$ cat src/hw/rtl/ucp_div.sv
// pipelined rounded division of a magnitude by the length, one quotient bit per stage
// no package dependencies
module ucp_div #(
    parameter int MW = 24,
    parameter int RW = 25,
    parameter int FB = 14
) (
    input  logic          i_clk,
    input  logic          i_en,
    input  logic [MW-1:0] i_mag,
    input  logic [RW-1:0] i_len,
    output logic [FB:0]   o_quo
);

    localparam int QW = FB + 1;
    localparam int NW = MW + FB + 1;

    logic [NW-1:0] s_num;
    logic [RW-1:0] r_rem0;
    logic [QW-1:0] r_lo0;
    logic [RW-1:0] r_len0;
    logic [RW-1:0] r_rem [QW];
    logic [QW-1:0] r_lo  [QW];
    logic [RW-1:0] r_len [QW];

    // numerator with half the divisor added for round to nearest
    assign s_num = (NW'(i_mag) << FB) + NW'(i_len >> 1);

    // upper numerator bits already lie below the divisor
    always_ff @(posedge i_clk) begin
        if (i_en) begin
            r_rem0 <= RW'(s_num[NW-1:QW]);
            r_lo0  <= s_num[QW-1:0];
            r_len0 <= i_len;
        end
    end

    for (genvar k = 0; k < QW; k++) begin : g_stage
        logic [RW-1:0] s_rem;
        logic [QW-1:0] s_lo;
        logic [RW-1:0] s_len;
        logic [RW:0]   s_try;
        logic [RW-1:0] n_rem;
        logic          n_bit;

        if (k == 0) begin : g_first
            assign s_rem = r_rem0;
            assign s_lo  = r_lo0;
            assign s_len = r_len0;
        end else begin : g_next
            assign s_rem = r_rem[k-1];
            assign s_lo  = r_lo[k-1];
            assign s_len = r_len[k-1];
        end

        // shift in one numerator bit, subtract when it fits
        always_comb begin
            s_try = {s_rem, s_lo[QW-1]};
            if (s_try >= {1'b0, s_len}) begin
                n_rem = RW'(s_try - {1'b0, s_len});
                n_bit = 1'b1;
            end else begin
                n_rem = s_try[RW-1:0];
                n_bit = 1'b0;
            end
        end

        // low register shifts numerator bits out and quotient bits in
        always_ff @(posedge i_clk) begin
            if (i_en) begin
                r_rem[k] <= n_rem;
                r_lo[k]  <= {s_lo[QW-2:0], n_bit};
                r_len[k] <= s_len;
            end
        end
    end

    assign o_quo = r_lo[QW-1];

endmodule
$ cat config.mk
export PLATFORM = sky130hd
export DESIGN_NAME = ucp_div
export DESIGN_NICKNAME = d
export VERILOG_FILES = /design/src/hw/rtl/ucp_div.sv
export SDC_FILE = /design/constraint.sdc
export NUM_CORES = 2
export LEC_CHECK = 0
export ABC_AREA = 1
export BUFFER_PORTS_ARGS = -buffer_cell sky130_fd_sc_hd__buf_4
export CAP_MARGIN = 40
export CELL_PAD_IN_SITES_DETAIL_PLACEMENT = 0
export CELL_PAD_IN_SITES_GLOBAL_PLACEMENT = 1
export CORE_AREA = 2 2 352 354
export DETAILED_ROUTE_END_ITERATION = 10
export DIE_AREA = 0 0 354 356
export PLACE_DENSITY = 0.86
export SLEW_MARGIN = 20
export SYNTH_ARGS = -nofsm -noshare
export SYNTH_HDL_FRONTEND = slang
export SYNTH_SLANG_ARGS = --single-unit
$ cat constraint.sdc
create_clock -name i_clk -period 4.44 [get_ports i_clk]
set_input_delay 1.332 -clock i_clk [delete_from_list [all_inputs] [get_ports i_clk]]
set_output_delay 1.332 -clock i_clk [all_outputs]
set_load 0.02 [all_outputs]
==> flow_summary.toml <==
[cts]
numCtsBuffers = 97
cts_buffer_depth = 3
hold_buffers = 0
cts_root_buf = "clkbuf_16"
post_cts_resized = 0
cts_setup_buffers = 0
clk_pin_slew_ns = 0.07
htreeDepth = 3
clk_latency_ns = 0.72
cts_tree = "yes"
cts_sinks = 870

[sta]
hold_viol_final = 0
fmax_mhz = 308
drv_slew = 0
finalWorstSetupSlack_ns = 1.20
rsz0062_at_grt = "no"
setup_viol = 0
clock_skew_ns = 0.0273
worst_slew_pin_slew_ns = 0.766
slew_headroom = 0.489
fin_crit_sh = 0.731
setup_tns_ns = 0
period_minus_slack_ns = 3.24

[cells_and_area]
antenna_cells = 0
post_route_cells_drive_above_1_share = 0.0509
nNetsFinal = 8833
area_growth_pct = 9.22

[pwr]
power_mw = 44.0
vdd_ir_drop_max_uv = 400
power.leakage_nw = 35.4
powerDensity_nw_per_um2 = 651

[detailed_routing]
first_pass_iters = 8
drtIter0Drc = 4447
via_per_inst = 5.18
wl_per_cell_um = 18.3
ant_nets = 0
drc = 0
vias = 52300
drt_wl_total_mm = 185

[grt]
grt_pass1_vias = 50100
grt_use_total = 0.292
grt_max_degree = 90
antenna_found_initial = 0
overflow = 0
grt_pass1_wl_mm = 285

[critical_path]
reg2reg_depth = 9
arrival_ns = 3.80
worst-setup-path-type = "reg -> reg"
cp-end-kind = "register"
cp_max_fo = 26
critPathLaunchType = "register"
required_ns = 5.00

[die]
die_x_um = 354
die-area_um2 = 126000
rows = 129
start_util = 0.504
coreArea_um2 = 123000
ios = 66
dieHeight_um = 356

[synthesis]
synth.distinct_cells = 36
synth_nets = 8720
synth_seq_cells = 870
yosys_warnings = 0
ys_seq_area_frac = 0.423
syn-cell-area_um2 = 61800
synth.largest_area_cell = "edfxtp_1"
syn_area_per_cell_um2 = 7.48
netlist_instances = 8269
synth_top_area_share = 0.423
ys_top_cells_by_area = "edfxtp_1 42%, nand2_1 20%, inv_1 10%"

[placed_design]
dp_hpwl_mm = 148
dp_slack_ns = 1.21
port_buffers = 65
routabilityCongestion = 0.964

[worst_hold_path]
hold_path_class = "reg -> reg"
min_path_cells = 0

[outcome]
status = "finished, final reports clean"

[job]
cap_viol_max_count = 0
[cell usage after synthesis]
cell         n
nor3b_2      1
and2_1      32
inv_2       20
a21oi_1    165
edfxtp_1   870
nor2_1     448
nand3_4     26
a21oi_4     14
nor2_2      25
nor3_2       9
xor2_1     176
nor3_1      35
or2_2       16
ha_1       385
nand4_4      2
o21a_1      14
nand4_1    466
clkbuf_1    22
a21o_1       3
nand3_1    326
o21ai_1      1
nand3_2     12
o21ai_0     10
or2_1       12
buf_6       28
nand3b_1    22
o211ai_1     2
xnor2_1      4
buf_2       63
inv_1     1684
and2_0       1
nand2_2     12
nand4_2      1
nand2_1   3334
fa_1        15
nor3_4      13
[routing by layer]
metal	up-vias	GRT usage	wire [um]
li1	26400	-	-
met1	24000	0.373	78500
met2	1603	0.509	89400
met3	376	0.0320	9570
met4	0	0.111	7580
met5	-	0	0
[area by class of cell]
type	instances	area [um^2]
Sequential cell	870	26100
Inverter	1704	6400
Timing Repair Buffer	127	1100
Clock buffer	107	2490
Clock inverter	72	782
Tap cell	1637	2050
Fill cell	11800	55100
Multi-Input combinational cell	5582	28600
[sequential cells by signal, indices dropped and copies added, names as in the netlist]
name / count
r_rem: 350
g_stage.s_lo: 15
r_len: 267
r_lo: 203
g_stage.s_len: 11
g_stage.s_rem: 24
[critical path: stages (launching register included)]
cell	delay, ns
edfxtp_1	0.50
ha_1	0.45
nand2_1	0.15
nor2_1	0.23
nand2_1	0.14
nor2_1	0.16
nand3_2	0.51
nand3_2	0.67
nand2_1	0.12
nand2_1	0.15
[worst paths after layout]
path	from	endpoint	slack, ns
worst min-delay path	r_lo[1][17]	r_lo[1][33]	0.41
worst min register to register	r_lo[1][17]	r_lo[1][33]	0.41
worst max-delay path	r_rem[0][166]	r_rem[0][191]	1.20
worst max register to register	r_rem[0][166]	r_rem[0][191]	1.20
[layout by cell type (no fill, tap or decap), drive strengths merged]
cell,count
nand2,3346
inv,1716
edfxtp,870
nor2,473
nand4,469
ha,385
nand3,364
a21oi,179
xor2,176
buf,127
clkbuf,107
nor3,57
clkinv,41
and2,33
or2,28
nand3b,22
fa,15
o21a,14
bufinv,13
o21ai,11
clkinvlp,6
xnor2,4
a21o,3
o211ai,2
nor3b,1
[power breakdown]
group	total (mW)	switching, mW	internal, mW
registers	13.8	1.82	12.0
clock network	8.35	3.51	4.84
logic	21.8	14.7	7.07
total	44.0	20.1	23.9
[cell families (layout without fill, tap and decap cells)]
kind of cell | count (synthesis) | after routing | share of synthesized area
xor gates and xnor gates | 180 | 180 | 0.0255
DFF | 870 | 870 | 0.423
and+or+nand+nor | 4793 | 4793 | 0.334
buffers and inverters | 1817 | 2010 | 0.115
AOI/OAI and AO/OA | 209 | 209 | 0.0202
adders and majority gates | 400 | 400 | 0.0828
[per-stage QoR]
stage,util,cells,hold WS (ns),cell area [um^2]
2_1_floorplan,-,8269,0.400,61800
3_3_place_gp,0.524,9920,0.401,64300
3_5_place_dp,0.524,9920,0.405,64300
4_1_cts,0.550,10100,0.410,67500
5_1_grt,0.550,10100,0.418,67500
6_report,0.550,10100,0.410,67500
No activity file was read; power rests on OpenSTA's default activity.
