`src/hw/rtl/ucp_sqrt.sv`:
```
// pipelined floor square root, one result bit per stage
// no package dependencies
module ucp_sqrt #(
    parameter int SW = 50,
    parameter int RW = 25
) (
    input  logic          i_clk,
    input  logic          i_en,
    input  logic [SW-1:0] i_rad,
    output logic [RW-1:0] o_root
);

    logic [RW:0]   r_rem  [RW];
    logic [RW-1:0] r_root [RW];
    logic [SW-1:0] r_rad  [RW];

    for (genvar k = 0; k < RW; k++) begin : g_stage
        logic [RW:0]   s_rem;
        logic [RW-1:0] s_root;
        logic [SW-1:0] s_rad;
        logic [RW+2:0] s_try;
        logic [RW+2:0] s_sub;
        logic [RW:0]   n_rem;
        logic [RW-1:0] n_root;

        // previous stage or pipeline entry
        if (k == 0) begin : g_first
            assign s_rem  = '0;
            assign s_root = '0;
            assign s_rad  = i_rad;
        end else begin : g_next
            assign s_rem  = r_rem[k-1];
            assign s_root = r_root[k-1];
            assign s_rad  = r_rad[k-1];
        end

        // bring in two radicand bits and try the next root bit
        always_comb begin
            s_try = {s_rem, s_rad[SW-1:SW-2]};
            s_sub = {1'b0, s_root, 2'b01};
            if (s_try >= s_sub) begin
                n_rem  = (RW+1)'(s_try - s_sub);
                n_root = {s_root[RW-2:0], 1'b1};
            end else begin
                n_rem  = s_try[RW:0];
                n_root = {s_root[RW-2:0], 1'b0};
            end
        end

        always_ff @(posedge i_clk) begin
            if (i_en) begin
                r_rem[k]  <= n_rem;
                r_root[k] <= n_root;
                r_rad[k]  <= {s_rad[SW-3:0], 2'b00};
            end
        end
    end

    assign o_root = r_root[RW-1];

endmodule

```
`config.mk`:
```
export PLATFORM = sky130hd
export DESIGN_NAME = ucp_sqrt
export DESIGN_NICKNAME = d
export VERILOG_FILES = /design/src/hw/rtl/ucp_sqrt.sv
export SDC_FILE = /design/constraint.sdc
export NUM_CORES = 2
export LEC_CHECK = 0
export CORE_ASPECT_RATIO = 0.6
export CORE_MARGIN = 3
export CORE_UTILIZATION = 35
export CTS_BUF_LIST = sky130_fd_sc_hd__clkbuf_16
export CTS_CLUSTER_DIAMETER = 40
export DETAILED_ROUTE_END_ITERATION = 10
export DONT_BUFFER_PORTS = 1
export PLACE_DENSITY = 0.57
export SLEW_MARGIN = 0
export SYNTH_ARGS = -nofsm -noshare
export SYNTH_HDL_FRONTEND = slang
export SYNTH_SLANG_ARGS = --single-unit
```
`constraint.sdc`:
```
create_clock -name i_clk -period 2.87 [get_ports i_clk]
set_input_delay 0.7175 -clock i_clk [delete_from_list [all_inputs] [get_ports i_clk]]
set_output_delay 0.7175 -clock i_clk [all_outputs]
set_load 0.005 [all_outputs]
```
==> summary.md <==
| Metric | Value |
|---|---|
| Pin count of the biggest net entering global routing | `290` |
| CTS clk-pin slew, worst paths | `60 ps` |
| Yosys reg bits | `1514` |
| DP Area | `78800 sq um` |
| Fillers | `between 15000 and 20000` |
| Maximum fanout along the worst path | `5` |
| RSZ-0062 raised after global routing | `yes` |
| WHS Path Cells | `1` |
| Vias per cell | `4.98` |
| Data arrival, critical path | `3480 ps` |
| Commonest non-fill, non-tap cell in the layout | `edfxtp_1` |
| First-pass GRT wire length | `243 mm` |
| Placer Congestion | `0.876` |
| Number of setup violations in the final report | `40` |
| Antenna Violating Nets Remaining | `0` |
| Core ar. | `roughly 200000 sq um` |
| Area Growth Syn to Fin | `27.9%` |
| Hold WS | `about 76 ps` |
| Seq/Total Area, Yosys | `64.5%` |
| Drt drc | `0` |
| H-tree depth | `4` |
| Final hold viol count | `0` |
| Number of global-route vias before repair | `43300` |
| Clk_skew | `70.2 ps` |
| Min Tclk post-route | `2950 ps` |
| Setup Crit Path Kind | `reg -> reg` |
| Slew Limit Fails | `0` |
| Final setup TNS | `-1170 ps` |
| Worst-Margin Slew | `1210 ps` |
| Detailed Place HPWL | `106 mm` |
| Synthesized area per cell | `13.0 sq um` |
| Asr flop ratio synth | `0%` |
| Layout cells sized above 1 | `about a quarter` |
| Initial Utilization | `35.5%` |
| CP required | `3400 ps` |
| Yosys warning total | `0` |
| Distinct cells, synth | `96` |
| Die footprint | `207000 sq um` |
| Clock sinks | `1514` |
| Multi-input gate area | `26200 sq um` |
| IO Pins | `77` |
| Worst IR Drop VDD | `between 0.0004 and 0.0005 V` |
| Clock latency at the later pin of the worst-skew pair | `830 ps` |
| Root Driver | `clkbuf_16` |
| Reg2Reg Depth | `15` |
| 1st-pass router iterations | `6` |
| CTS Buffer Depth | `4` |
| Fin worst setup slack | `-80.9 ps` |
| Fmax | `339 MHz` |
| Cells after Synth | `5402` |
| Critical path launch point type | `flop` |
| Nets@finish | `6788` |
| Hold Crit Class | `in -> reg` |
| Slew HR | `19.4%` |
| Crit. End Element | `flop` |
| Pleak | `between 30 and 40 nW` |
| Reg area | `about 45000 sq um` |
| Max Cap Viol | `0` |
| Post-synth EDFFs | `1514` |
| Vias | `45600` |
| Post-synthesis cell area | `around 70000 sq um` |
| Num rows | `126` |
| Cell Pwr Density | `741 nW/um^2` |
| Violated checks | `negative setup slack` |
| CTS tree | `built` |
| Die Ht | `354 um` |
| Mapped Nets | `5806` |
| Initial antenna violation count | `1` |
| Commonest register cell after synthesis | `edfxtp_1` |
| Overall routed net length | `157 mm` |
| Die width | `585 um` |
| IO Port Bufs | `0` |
| Outcome | `finished, violations left` |
| Commonest cells after routing, fill and taps aside | `1514 x edfxtp_1, 749 x buf_4, 427 x inv_1, 303 x nand2_1, 290 x nor2_1` |
| First DRT Iteration DRCs | `3954` |
| Grt ovf | `0` |
| TritonCTS buffer count | `181` |
| Final instance area | `about 90000 sq um` |
| Crit share post-route | `103%` |
| All-Layer GR Usage | `14.5%` |
| WL/cell | `17.2 um` |
-- registers in the layout (all words and copies together), names as in the netlist --
register	count
r_rad	600
r_rem	589
r_root	325
-- metal layers --
metal	global-route usage [%]	share of wire, %
met5	0	0
met4	3.05	1.8
met3	3.02	6.3
met1	24.0	53
met2	18.8	39
-- path summary, 6_finish.rpt --
| kind | from | to | slack [ps] |
|---|---|---|---|
| setup / recovery | r_root[1][101]$_DFFE_PP_ | r_rem[2][155]$_DFFE_PP_ | -80 |
| hold / removal | i_rad[48] | r_rem[0][1]$_DFFE_PP_ | 80 |
| setup reg to reg | r_root[1][101]$_DFFE_PP_ | r_rem[2][155]$_DFFE_PP_ | -80 |
| hold reg to reg | r_rad[0][130]$_DFFE_PP_ | r_rad[0][180]$_DFFE_PP_ | 380 |
-- report_power, final --
part	internal (mW)	switching (mW)	total, mW
Sequential	27.8	1.75	29.5
Clock	12.6	9.40	22.0
Combinational	7.33	7.97	15.3
-- cells in the mapped netlist (42+ instances only) --
master	n	area [sq um]
ha_1	352	4400
nand2b_1	63	394
mux2_2	44	495
nand3_1	103	515
xor2_1	223	1950
inv_1	433	1630
o21a_1	73	548
clkbuf_1	67	251
a21oi_1	339	1700
o21ai_0	256	1280
a21o_1	110	826
nand4_1	61	382
or3_1	42	263
xnor2_1	244	2140
nor2_1	335	1260
nor4_1	71	444
nand2_1	339	1270
nor3_1	148	741
nor2b_1	45	282
edfxtp_1	1514	45500
-- critical path, stage by stage (launching register included) --
cell and delay [ps]:
edfxtp_1 400, inv_2 100, ha_4 210, buf_6 120, o21a_1 160, o31a_1 130, o21ai_1 120, buf_4 150
a21oi_4 60, o211ai_1 490, nand2_2 120, buf_8 170, buf_12 150, buf_12 130, nand4_1 100, xnor2_1 90
-- kinds of logic after synthesis --
logic type	synth area share, %
buffers and inverters	2.89
AO/OA/AOI/OAI	9.62
flip-flops	64.5
AND/OR/NAND/NOR	10.0
multiplexers	0.867
adder cells (fa/ha/maj)	6.25
XOR/XNOR	5.80
other	0.00532
-- layout make-up --
class | instances | area share [%]
Antenna cell | 1 | 0.00278
Clock buffer | 182 | 5.05
Clock inverter | 138 | 1.30
Inverter | 438 | 1.85
Multi-Input combinational cell | 3356 | 29.1
Sequential cell | 1514 | 50.4
Tap cell | 2624 | 3.64
Timing Repair Buffer | 893 | 8.63
-- stage by stage --
stage	power [mW]	utilization, %	instances	worst slack [ps]
6_report	66.8	45.5	9146	-80.9
5_1_grt	70.3	45.4	9145	-220
4_1_cts	65.8	43.7	9040	-84.3
3_5_place_dp	42.6	39.7	8611	-723
3_3_place_gp	41.9	39.6	8604	-586
2_1_floorplan	37.3	-	5402	9.58
-- repair_timing --
| item | in CTS | in global routing |
|---|---|---|
| hold buffers | 51 | 0 |
| setup buffers | 51 | 100 |
| cloned | 8 | 13 |
| hold endpoints to repair | 53 | 0 |
| setup endpoints to repair | 274 | 571 |
| resized for setup | 239 | 542 |
| pin swaps | 65 | 155 |
Power figures use the tool's default switching activity.
